===== config.mk =====
export PLATFORM = sky130hd
export DESIGN_NAME = poi_wheel_lane
export DESIGN_NICKNAME = d
export VERILOG_FILES = /design/src/rtl/core/poi_pkg.sv /design/src/rtl/core/poi_wheel_lane.sv
export SDC_FILE = /design/constraint.sdc
export NUM_CORES = 1
export LEC_CHECK = 0
export ABC_AREA = 0
export ABC_CLOCK_PERIOD_IN_PS = 8550
export BUFFER_PORTS_ARGS = -buffer_cell sky130_fd_sc_hd__buf_2
export CAP_MARGIN = 25
export CORE_MARGIN = 2
export CORE_UTILIZATION = 51
export DETAILED_ROUTE_END_ITERATION = 10
export PLACE_DENSITY = 0.88
export SETUP_SLACK_MARGIN = 0.1
export SLEW_MARGIN = 15
export SYNTH_ARGS = -nofsm -noshare
export SYNTH_HDL_FRONTEND = slang
export SYNTH_SLANG_ARGS = --single-unit

===== constraint.sdc =====
create_clock -name vclk -period 8.55
set_clock_uncertainty 0.2 [all_clocks]
set_input_delay 1.71 -clock vclk [all_inputs]
set_output_delay 1.71 -clock vclk [all_outputs]
set_load 0.01 [all_outputs]

===== src/rtl/core/poi_pkg.sv =====
`timescale 1ns / 1ps

package poi_pkg;

    localparam int NUM_WHEELS   = 4;
    localparam int WHEEL_INPUTS = 4;
    localparam int NUM_LANES    = (NUM_WHEELS < WHEEL_INPUTS) ? NUM_WHEELS : WHEEL_INPUTS;
    localparam int CNT_W        = $clog2(NUM_LANES + 1);

    localparam int CORDIC_STEPS = 16;
    localparam int DIV_N_W      = 56;
    localparam int DIV_D_W      = 20;

    localparam logic signed [33:0] CORDIC_K_Q30 = 34'sd652032874;
    localparam logic [19:0]        US_PER_S     = 20'd1000000;

    localparam logic [2:0] ADDR_YAW = 3'd0;
    localparam logic [2:0] ADDR_MAP = 3'd4;

    typedef enum logic [1:0] {
        CMD_SAMPLE = 2'd0,
        CMD_SET    = 2'd1,
        CMD_RESET  = 2'd2,
        CMD_NOP    = 2'd3
    } cmd_t;

    typedef enum logic [1:0] {
        AXIS_NONE = 2'd0,
        AXIS_LON  = 2'd1,
        AXIS_LAT  = 2'd2,
        AXIS_SPARE = 2'd3
    } axis_t;

    typedef enum logic [2:0] {
        S_IDLE,
        S_AVG,
        S_ROT,
        S_MUL,
        S_SUM,
        S_VMUL,
        S_VEL,
        S_DONE
    } state_t;

    typedef struct packed {
        logic                lon;
        logic                lat;
        logic signed [32:0]  delta;
    } lane_t;

    function automatic logic signed [33:0] atan_entry(input logic [3:0] i);
        logic signed [33:0] r;
        begin
            unique case (i)
                4'd0:  r = 34'sd536870912;
                4'd1:  r = 34'sd316933406;
                4'd2:  r = 34'sd167458907;
                4'd3:  r = 34'sd85004756;
                4'd4:  r = 34'sd42667331;
                4'd5:  r = 34'sd21354465;
                4'd6:  r = 34'sd10679838;
                4'd7:  r = 34'sd5340245;
                4'd8:  r = 34'sd2670163;
                4'd9:  r = 34'sd1335087;
                4'd10: r = 34'sd667544;
                4'd11: r = 34'sd333772;
                4'd12: r = 34'sd166886;
                4'd13: r = 34'sd83443;
                4'd14: r = 34'sd41722;
                4'd15: r = 34'sd20861;
                default: r = 34'sd0;
            endcase
            return r;
        end
    endfunction

    function automatic logic signed [31:0] sat32(input logic signed [63:0] v);
        logic signed [31:0] r;
        begin
            if (v > 64'sd2147483647)
                r = 32'sh7FFF_FFFF;
            else if (v < -64'sd2147483648)
                r = 32'sh8000_0000;
            else
                r = v[31:0];
            return r;
        end
    endfunction

endpackage


===== src/rtl/core/poi_wheel_lane.sv =====
`timescale 1ns / 1ps

module poi_wheel_lane (
    input  logic signed [31:0] wheel_pos,
    input  logic signed [31:0] prev,
    input  logic [1:0]         axis,
    output poi_pkg::lane_t     lane
);

    always_comb
    begin
        lane.delta = {wheel_pos[31], wheel_pos} - {prev[31], prev};
        lane.lon   = (axis == poi_pkg::AXIS_LON);
        lane.lat   = (axis == poi_pkg::AXIS_LAT);
    end

endmodule


==> flow_summary.json <==
{
  "area_growth_pct": 30.4,
  "vias": 2216,
  "cp-start-kind": "primary input",
  "syn-cell-area_sq_um": 1800,
  "post_drt_wl_per_cell_um": 11.1,
  "die_area_sq_um": 4020,
  "drt_wl_total_um": 4640,
  "rsz0062_at_grt": "no",
  "relSlewSlack": 0.624,
  "syn_nets": 375,
  "synth_area_leaders": "ha_1 22%, xnor2_1 9.2%, inv_1 9.0%",
  "dp_cells": 419,
  "cp.arrival_ps": 4240,
  "path_class": "in2out",
  "hold_depth": 3,
  "worstHoldStart": "axis[1]",
  "clock_buffers": 0,
  "post_cts_buffers": 0,
  "die_width_um": 63.4,
  "met2_usage": 0.393,
  "max_cap_violations": 0,
  "drtIter0Drc": 115,
  "first_global_vias": 1920,
  "synth_common_cells": "43 x inv_1, 32 x ha_1, 31 x a21oi_1, 21 x nand2_1, 20 x nor2_1",
  "io_buffers": 101,
  "required_ps": 6640,
  "setup_viol": 0,
  "synth_cell_types": 38,
  "layout-drive-gt1-share": 0.290,
  "p_per_area_nw_per_um2": 87.6,
  "yosysTopAreaCell": "ha_1",
  "hold_class": "in2out",
  "dp_slack_ps": 2420,
  "core_sq_um": 3360,
  "ys_seq_area_frac": 0,
  "syn_area_per_cell_sq_um": 6.53,
  "hold_end": "lane[34]",
  "viasPerCell": 5.29,
  "power_leakage_nw": 1.35,
  "cp_max_fo": 4,
  "outcome": "completed",
  "antenna_cells": 0,
  "met1_usage": 0.305,
  "grt_use_total": 0.220,
  "grt_pass1_wl_um": 7700,
  "fp-row-count": 21,
  "grt_overflow": 0,
  "worst_slew_pin_slew_ps": 556,
  "finalSetupTns_ps": 0,
  "postCtsResizedCells": 0,
  "regArea_sq_um": 0,
  "first_pass_iters": 4,
  "route.detailed.drc": 0,
  "finalCriticalPeriod_ps": 6150,
  "die_y_um": 63.4,
  "fmax_mhz": 163,
  "pin_count": 101,
  "gp_congestion": 0.868,
  "setup_ws_ps": 2400,
  "ys_warn_count": 0,
  "start_util": 0.536,
  "drv_slew": 0,
  "post-route-period-util": 0.719,
  "endpoint_kind": "primary output",
  "stdcell_area_sq_um": 2350,
  "grt.met3_usage": 0.00357,
  "ant_nets": 0,
  "top_usage_layer": "met2",
  "hold_buffers": 0,
  "placed_area_sq_um": 2350,
  "grt_max_degree": 10,
  "antenna_found_initial": 0,
  "ir_drop_mv": 0.0446,
  "hpwl_um": 4060,
  "p_total_mw": 0.206,
  "synth_top_cell_area_share": 0.222,
  "yosysMostFrequentCell": "inv_1",
  "seq_cells": 0,
  "synthCells": 276,
  "finalHoldViolations": 0,
  "fin_cells": 419,
  "fin_nets": 474
}
==> per-layer routing <==
layer | wire length, um | share of wire | vias up
li1 | - | - | 1172
met1 | 2130 | 0.46 | 942
met2 | 2140 | 0.46 | 96
met3 | 327 | 0.070 | 6
met4 | 47 | 0.010 | 0
met5 | 0 | 0 | -
==> layout by cell type (no fill, tap or decap), types with 11 or more instances in the layout <==
cell type	netlist	final
nor2_1	20	20
a21o_1	11	11
xor2_1	11	11
buf_2	0	101
o21ai_0	14	14
nand2_1	21	21
a21oi_1	31	31
ha_1	32	32
xnor2_1	19	19
inv_1	43	43
==> layout make-up <==
cell class	instances	area, sq um
fill	333	1010
timing repair buffer	101	505
inverter	43	161
multi-input combinational	229	1630
tap	46	57.6
==> power by group <==
group | internal (mW) | switching, mW
combinational | 0.0923 | 0.113
sequential | 0 | 0
clock | 0 | 0
==> stage by stage <==
| step | hold WS (ps) | utilization |
|---|---|---|
| final | 3460 | 0.699 |
| after global routing | 3470 | 0.699 |
| after CTS | 3460 | 0.699 |
| after detailed placement | 3460 | 0.699 |
| after global placement | 3460 | 0.699 |
| after floorplan | 3270 | - |
==> worst max-delay path, cell delays in order <==
cell and delay, ps:
buf_2 70, inv_1 30, ha_1 220, fa_1 400, nor2b_1 210, o2111ai_1 210, nand3_1 170, nand3_1 90
a21oi_1 410, a311oi_1 250, o211ai_1 240, nand2_1 70, buf_2 140
==> worst max-delay path by stage <==
stage,from,endpoint,slack [ps],cells after the start
after CTS,wheel_pos[0],lane[32],2400,13
after global routing,wheel_pos[0],lane[32],2270,13
after global placement,wheel_pos[0],lane[32],2500,13
after floorplan,prev[15],lane[30],3000,10
final,wheel_pos[0],lane[32],2400,13
after detailed placement,wheel_pos[0],lane[32],2420,13
==> kinds of logic (layout without fill, tap and decap cells) <==
| group | after synthesis | in the layout | synth area share |
|---|---|---|---|
| adder cells (fa/ha/maj) | 33 | 33 | 0.233 |
| XOR/XNOR | 30 | 30 | 0.146 |
| AND/OR/NAND/NOR | 78 | 78 | 0.204 |
| AO/OA/AOI/OAI | 88 | 88 | 0.319 |
| buffers and inverters | 47 | 144 | 0.0979 |
Power figures use the tool's default switching activity.
