**src/rtl/core/poi_pkg.sv**
```systemverilog
`timescale 1ns / 1ps

package poi_pkg;

    localparam int NUM_WHEELS   = 4;
    localparam int WHEEL_INPUTS = 4;
    localparam int NUM_LANES    = (NUM_WHEELS < WHEEL_INPUTS) ? NUM_WHEELS : WHEEL_INPUTS;
    localparam int CNT_W        = $clog2(NUM_LANES + 1);

    localparam int CORDIC_STEPS = 16;
    localparam int DIV_N_W      = 56;
    localparam int DIV_D_W      = 20;

    localparam logic signed [33:0] CORDIC_K_Q30 = 34'sd652032874;
    localparam logic [19:0]        US_PER_S     = 20'd1000000;

    localparam logic [2:0] ADDR_YAW = 3'd0;
    localparam logic [2:0] ADDR_MAP = 3'd4;

    typedef enum logic [1:0] {
        CMD_SAMPLE = 2'd0,
        CMD_SET    = 2'd1,
        CMD_RESET  = 2'd2,
        CMD_NOP    = 2'd3
    } cmd_t;

    typedef enum logic [1:0] {
        AXIS_NONE = 2'd0,
        AXIS_LON  = 2'd1,
        AXIS_LAT  = 2'd2,
        AXIS_SPARE = 2'd3
    } axis_t;

    typedef enum logic [2:0] {
        S_IDLE,
        S_AVG,
        S_ROT,
        S_MUL,
        S_SUM,
        S_VMUL,
        S_VEL,
        S_DONE
    } state_t;

    typedef struct packed {
        logic                lon;
        logic                lat;
        logic signed [32:0]  delta;
    } lane_t;

    function automatic logic signed [33:0] atan_entry(input logic [3:0] i);
        logic signed [33:0] r;
        begin
            unique case (i)
                4'd0:  r = 34'sd536870912;
                4'd1:  r = 34'sd316933406;
                4'd2:  r = 34'sd167458907;
                4'd3:  r = 34'sd85004756;
                4'd4:  r = 34'sd42667331;
                4'd5:  r = 34'sd21354465;
                4'd6:  r = 34'sd10679838;
                4'd7:  r = 34'sd5340245;
                4'd8:  r = 34'sd2670163;
                4'd9:  r = 34'sd1335087;
                4'd10: r = 34'sd667544;
                4'd11: r = 34'sd333772;
                4'd12: r = 34'sd166886;
                4'd13: r = 34'sd83443;
                4'd14: r = 34'sd41722;
                4'd15: r = 34'sd20861;
                default: r = 34'sd0;
            endcase
            return r;
        end
    endfunction

    function automatic logic signed [31:0] sat32(input logic signed [63:0] v);
        logic signed [31:0] r;
        begin
            if (v > 64'sd2147483647)
                r = 32'sh7FFF_FFFF;
            else if (v < -64'sd2147483648)
                r = 32'sh8000_0000;
            else
                r = v[31:0];
            return r;
        end
    endfunction

endpackage

```
**src/rtl/core/poi_divider.sv**
```systemverilog
`timescale 1ns / 1ps

// Restoring divider, one quotient bit a cycle, truncates toward zero.
module poi_divider (
    input  logic                                clk,
    input  logic                                rst_n,
    input  logic                                start,
    input  logic signed [poi_pkg::DIV_N_W-1:0]  dividend,
    input  logic [poi_pkg::DIV_D_W-1:0]         divisor,
    output logic                                done,
    output logic signed [poi_pkg::DIV_N_W:0]    quotient
);

    localparam int CW = $clog2(poi_pkg::DIV_N_W + 1);

    logic                            run_reg;
    logic                            done_reg;
    logic [CW-1:0]                   cnt_reg;
    logic                            neg_reg;
    logic [poi_pkg::DIV_N_W-1:0]     q_reg;
    logic [poi_pkg::DIV_D_W-1:0]     rem_reg;
    logic [poi_pkg::DIV_D_W-1:0]     div_reg;
    logic [poi_pkg::DIV_D_W:0]       trial;
    logic                            fits;
    logic [poi_pkg::DIV_N_W-1:0]     mag;

    assign mag   = dividend[poi_pkg::DIV_N_W-1] ? (~dividend + 1'b1) : dividend;
    assign trial = {rem_reg, q_reg[poi_pkg::DIV_N_W-1]};
    assign fits  = (trial >= {1'b0, div_reg});

    always_ff @(posedge clk or negedge rst_n)
    begin
        if (!rst_n)
        begin
            run_reg  <= 1'b0;
            done_reg <= 1'b0;
            cnt_reg  <= '0;
        end
        else
        begin
            done_reg <= 1'b0;
            if (start)
            begin
                run_reg <= 1'b1;
                cnt_reg <= CW'(poi_pkg::DIV_N_W);
            end
            else if (run_reg)
            begin
                cnt_reg <= cnt_reg - 1'b1;
                if (cnt_reg == CW'(1))
                begin
                    run_reg  <= 1'b0;
                    done_reg <= 1'b1;
                end
            end
        end
    end

    always_ff @(posedge clk)
    begin
        if (start)
        begin
            neg_reg <= dividend[poi_pkg::DIV_N_W-1];
            q_reg   <= mag;
            rem_reg <= '0;
            div_reg <= divisor;
        end
        else if (run_reg)
        begin
            if (fits)
            begin
                rem_reg <= poi_pkg::DIV_D_W'(trial - {1'b0, div_reg});
                q_reg   <= {q_reg[poi_pkg::DIV_N_W-2:0], 1'b1};
            end
            else
            begin
                rem_reg <= trial[poi_pkg::DIV_D_W-1:0];
                q_reg   <= {q_reg[poi_pkg::DIV_N_W-2:0], 1'b0};
            end
        end
    end

    assign done     = done_reg;
    assign quotient = neg_reg ? -$signed({1'b0, q_reg}) : $signed({1'b0, q_reg});

endmodule

```
**config.mk**
```make
export PLATFORM = sky130hd
export DESIGN_NAME = poi_divider
export DESIGN_NICKNAME = d
export VERILOG_FILES = /design/src/rtl/core/poi_pkg.sv /design/src/rtl/core/poi_divider.sv
export SDC_FILE = /design/constraint.sdc
export NUM_CORES = 1
export LEC_CHECK = 0
export ABC_AREA = 1
export BUFFER_PORTS_ARGS = -buffer_cell sky130_fd_sc_hd__buf_2
export CORE_MARGIN = 2
export CORE_UTILIZATION = 49
export DETAILED_ROUTE_END_ITERATION = 8
export HOLD_SLACK_MARGIN = 0.1
export PLACE_DENSITY = 0.75
export SLEW_MARGIN = 20
export SYNTH_ARGS = -nofsm -noshare
export SYNTH_HDL_FRONTEND = slang
export SYNTH_SLANG_ARGS = --single-unit
```
**constraint.sdc**
```tcl
create_clock -name clk -period 5.6 [get_ports clk]
set_input_delay 0.56 -clock clk [delete_from_list [all_inputs] [get_ports clk]]
set_output_delay 0.56 -clock clk [all_outputs]
set_load 0.01 [all_outputs]
```
==> metrics.md <==
| Metric | Value |
|---|---|
| Status | finished, final reports clean |
| Post-DP HPWL | 24.1 mm |
| Crit path DAT | 2.59 ns |
| WS Path Type | reg -> out |
| Area occupied by multi-input gates | 0.00583 mm² |
| # IOs | 137 |
| Worst vdd ir | 0.146 mV |
| Core area | 0.0194 mm² |
| Die area | 0.0209 mm² |
| Worst-margin pin slew | 1.04 ns |
| Lkg Pwr | 0.00514 µW |
| CTS tree | done |
| Critical Path Source Type | register |
| Vias per inst | 5.28 |
| Overall routed net length | 30.4 mm |
| First-pass GRT wire length | 47.4 mm |
| Routability cong. | 0.999 |
| Die X | 144 µm |
| CTS H-tree depth | 3 |
| Post-DRT Antenna Nets | 0 |
| Slowest cell on crit path | inv_1 |
| Worst skew pair latency | 0.37 ns |
| Total GRT Usage | 0.294 |
| Initial DRT Pass Iterations | 5 |
| PwrDens | 282 mW/mm² |
| TNS Setup | 0 ns |
| Initial Util | 0.498 |
| Netlist Area Pre-Place | 0.00966 mm² |
| Max FFs per register | 56 |
| FF+latch area | 0.00291 mm² |
| Final hold vios | 0 |
| DR vias | 10,100 |
| Main synth FF type | edfxtp_1 |
| Setup violations, final | 0 |
| Max Cap Violations | 0 |
| Vias in the first global route | 9,457 |
| Unique cell type count in the Yosys netlist | 45 |
| Seq cells post-synth | 105 |
| Synth Instances | 1,538 |
| Area share of the largest cell type after synthesis | 0.239 |
| Tmin final | 3.15 ns |
| EDFF count, synth | 77 |
| Clock Pin Slew Worst Setup and Hold Paths | 0.09 ns |
| Area leader, netlist | edfxtp_1 |
| Worst EP required | 5.04 ns |
| Max clock buf depth | 2 |
| Overflow after GRT | 0 |
| CTS Root Cell | clkbuf_16 |
| Initial antenna violation count | 0 |
| Synth top area cells | edfxtp_1 24%, nand2_1 20%, nor2_1 8.7%, inv_1 7.3%, nand3_1 7.1% |
| Crit-path cells | buf_4, inv_1, o21ai_0, xor2_1, buf_2 |
| Layout cells sized above 1 | 0.122 |
| Syn Nets | 1,642 |
| Mapped Avg Cell Area | 6.28 µm² |
| Unrepaired setup endpoints after global routing | no |
| Remaining DRCs | 0 |
| Min-delay worst type | in -> reg |
| Share of synthesized registers carrying an async set or reset | 0.0762 |
| Final nets | 1,755 |
| PortBufs | 136 |
| Hold-fix buffers, CTS | 1 |
| Cell row count | 51 |
| ANT cells | 0 |
| Sink Count | 105 |
| Drt wl/cell | 15.8 µm |
| Area grow syn2layout | 12.1% |
| Yosys warns | 0 |
| Top achievable clock speed | 0.318 GHz |
| CP max FO | 53 |
| DR iter-0 viols | 845 |
| Resized cells post-CTS | 0 |
| Final hold slack | 0.357 ns |
| Largest net degree at the start of global routing | 74 |
| Post-route clock skew | 0.0134 ns |
| Post-synthesis sequential area ratio | 0.301 |
| Cts bufs inserted | 9 |
| Die Ht | 144 µm |
| Period utilization | 0.562 |
| Post-CTS Repair Setup Buffers | 0 |
| Relative slew slack | 0.303 |
| Setup crit end kind | output pin |
| Slew Viols, Final | 0 |
| Filler Cells Inserted | 1,985 |
| Crit path largest cell delay | 0.54 ns |
## where the power goes
part	total, µW	leakage (µW)	switching [µW]	internal (µW)
combinational	1320	0.00391	843	473
sequential	1070	0.00108	106	964
clock	671	0.000152	347	324
## cell usage in the layout, fill, tap and decap left out, drive strengths merged, types with 4 or more instances in the layout
| master | synthesis | routed |
|---|---|---|
| a21oi | 21 | 21 |
| a31oi | 6 | 6 |
| buf | 20 | 141 |
| clkbuf | 20 | 9 |
| clkinv | 2 | 5 |
| dfrtp | 8 | 8 |
| dfxtp | 20 | 20 |
| edfxtp | 77 | 77 |
| ha | 24 | 24 |
| inv | 189 | 193 |
| nand2 | 532 | 532 |
| nand3 | 143 | 143 |
| nand3b | 14 | 14 |
| nand4 | 16 | 16 |
| nor2 | 240 | 240 |
| nor3 | 14 | 14 |
| nor4 | 4 | 4 |
| o21ai | 87 | 87 |
| or2 | 5 | 5 |
| xnor2 | 24 | 24 |
| xor2 | 59 | 59 |
## area by class of cell
cell class	instances	share of cell area
tap	265	0.0306
sequential	105	0.269
clock buffer	9	0.0208
multi-input combinational	1202	0.538
inverter	191	0.0662
clock inverter	7	0.00797
timing repair buffer	142	0.0672
## cells in the mapped netlist (9+ instances only)
| cell type | number |
|---|---|
| xor2_1 | 59 |
| ha_1 | 24 |
| nand3_1 | 138 |
| inv_1 | 187 |
| a21oi_1 | 21 |
| nand2_2 | 9 |
| nor2_2 | 10 |
| nand4_1 | 16 |
| dfxtp_1 | 20 |
| edfxtp_1 | 77 |
| clkbuf_1 | 20 |
| nand3b_1 | 13 |
| nor2_1 | 224 |
| nor3_1 | 11 |
| xnor2_1 | 24 |
| nand2_1 | 521 |
| o21ai_1 | 23 |
| o21ai_0 | 63 |
## path summary, 6_finish.rpt
kind | start | end | slack, ns | cells after the start
setup / recovery | neg_reg | quotient[20] | 2.45 | 5
hold / removal | divisor[11] | div_reg[11] | 0.36 | 1
setup reg to reg | div_reg[14] | q_reg[0] | 2.82 | 10
hold reg to reg | rem_reg[19] | rem_reg[19] | 0.47 | 2
max in group asynchronous | rst_n | cnt_reg[2] | 4.88 | 2
min in group asynchronous | rst_n | run_reg | 0.55 | 2
## worst max-delay path: cells and delay by family, from the launching register on
kind	cells	cell delay [ns]
flops	1	0.33
xor+xnor	1	0.31
buf+inv	3	1.18
compound gates	1	0.39
## per-layer routing
metal  share of wire  up-vias  wire length (µm)  GRT usage
li1                -     5096                 -          -
met1            0.44     4570             13500      0.401
met2            0.45      413             13800      0.475
met3           0.068       59              2070     0.0354
met4           0.034        0              1020      0.115
met5               0        -                 0          0
## cells by family (layout without fill, tap and decap cells)
group | Yosys count | count (layout) | share of synthesized area
XOR/XNOR | 83 | 83 | 0.0752
flip-flops | 105 | 105 | 0.301
adder cells (fa/ha/maj) | 25 | 25 | 0.0332
AO/OA/AOI/OAI | 121 | 121 | 0.0663
AND/OR/NAND/NOR | 973 | 973 | 0.428
buffers and inverters | 231 | 349 | 0.0956
## metrics by stage
step                utilization  worst slack, ns  cells  cell area [µm²]  total power (µW)
floorplan                     -             2.46   1538             9660              2020
global placement          0.542             2.71   1904            10500              2360
detailed placement        0.542             2.62   1904            10500              2380
CTS                       0.558             2.47   1921            10800              3050
global route              0.558             2.33   1921            10800              3270
finish                    0.558             2.45   1921            10800              3060
Power figures use the tool's default switching activity.
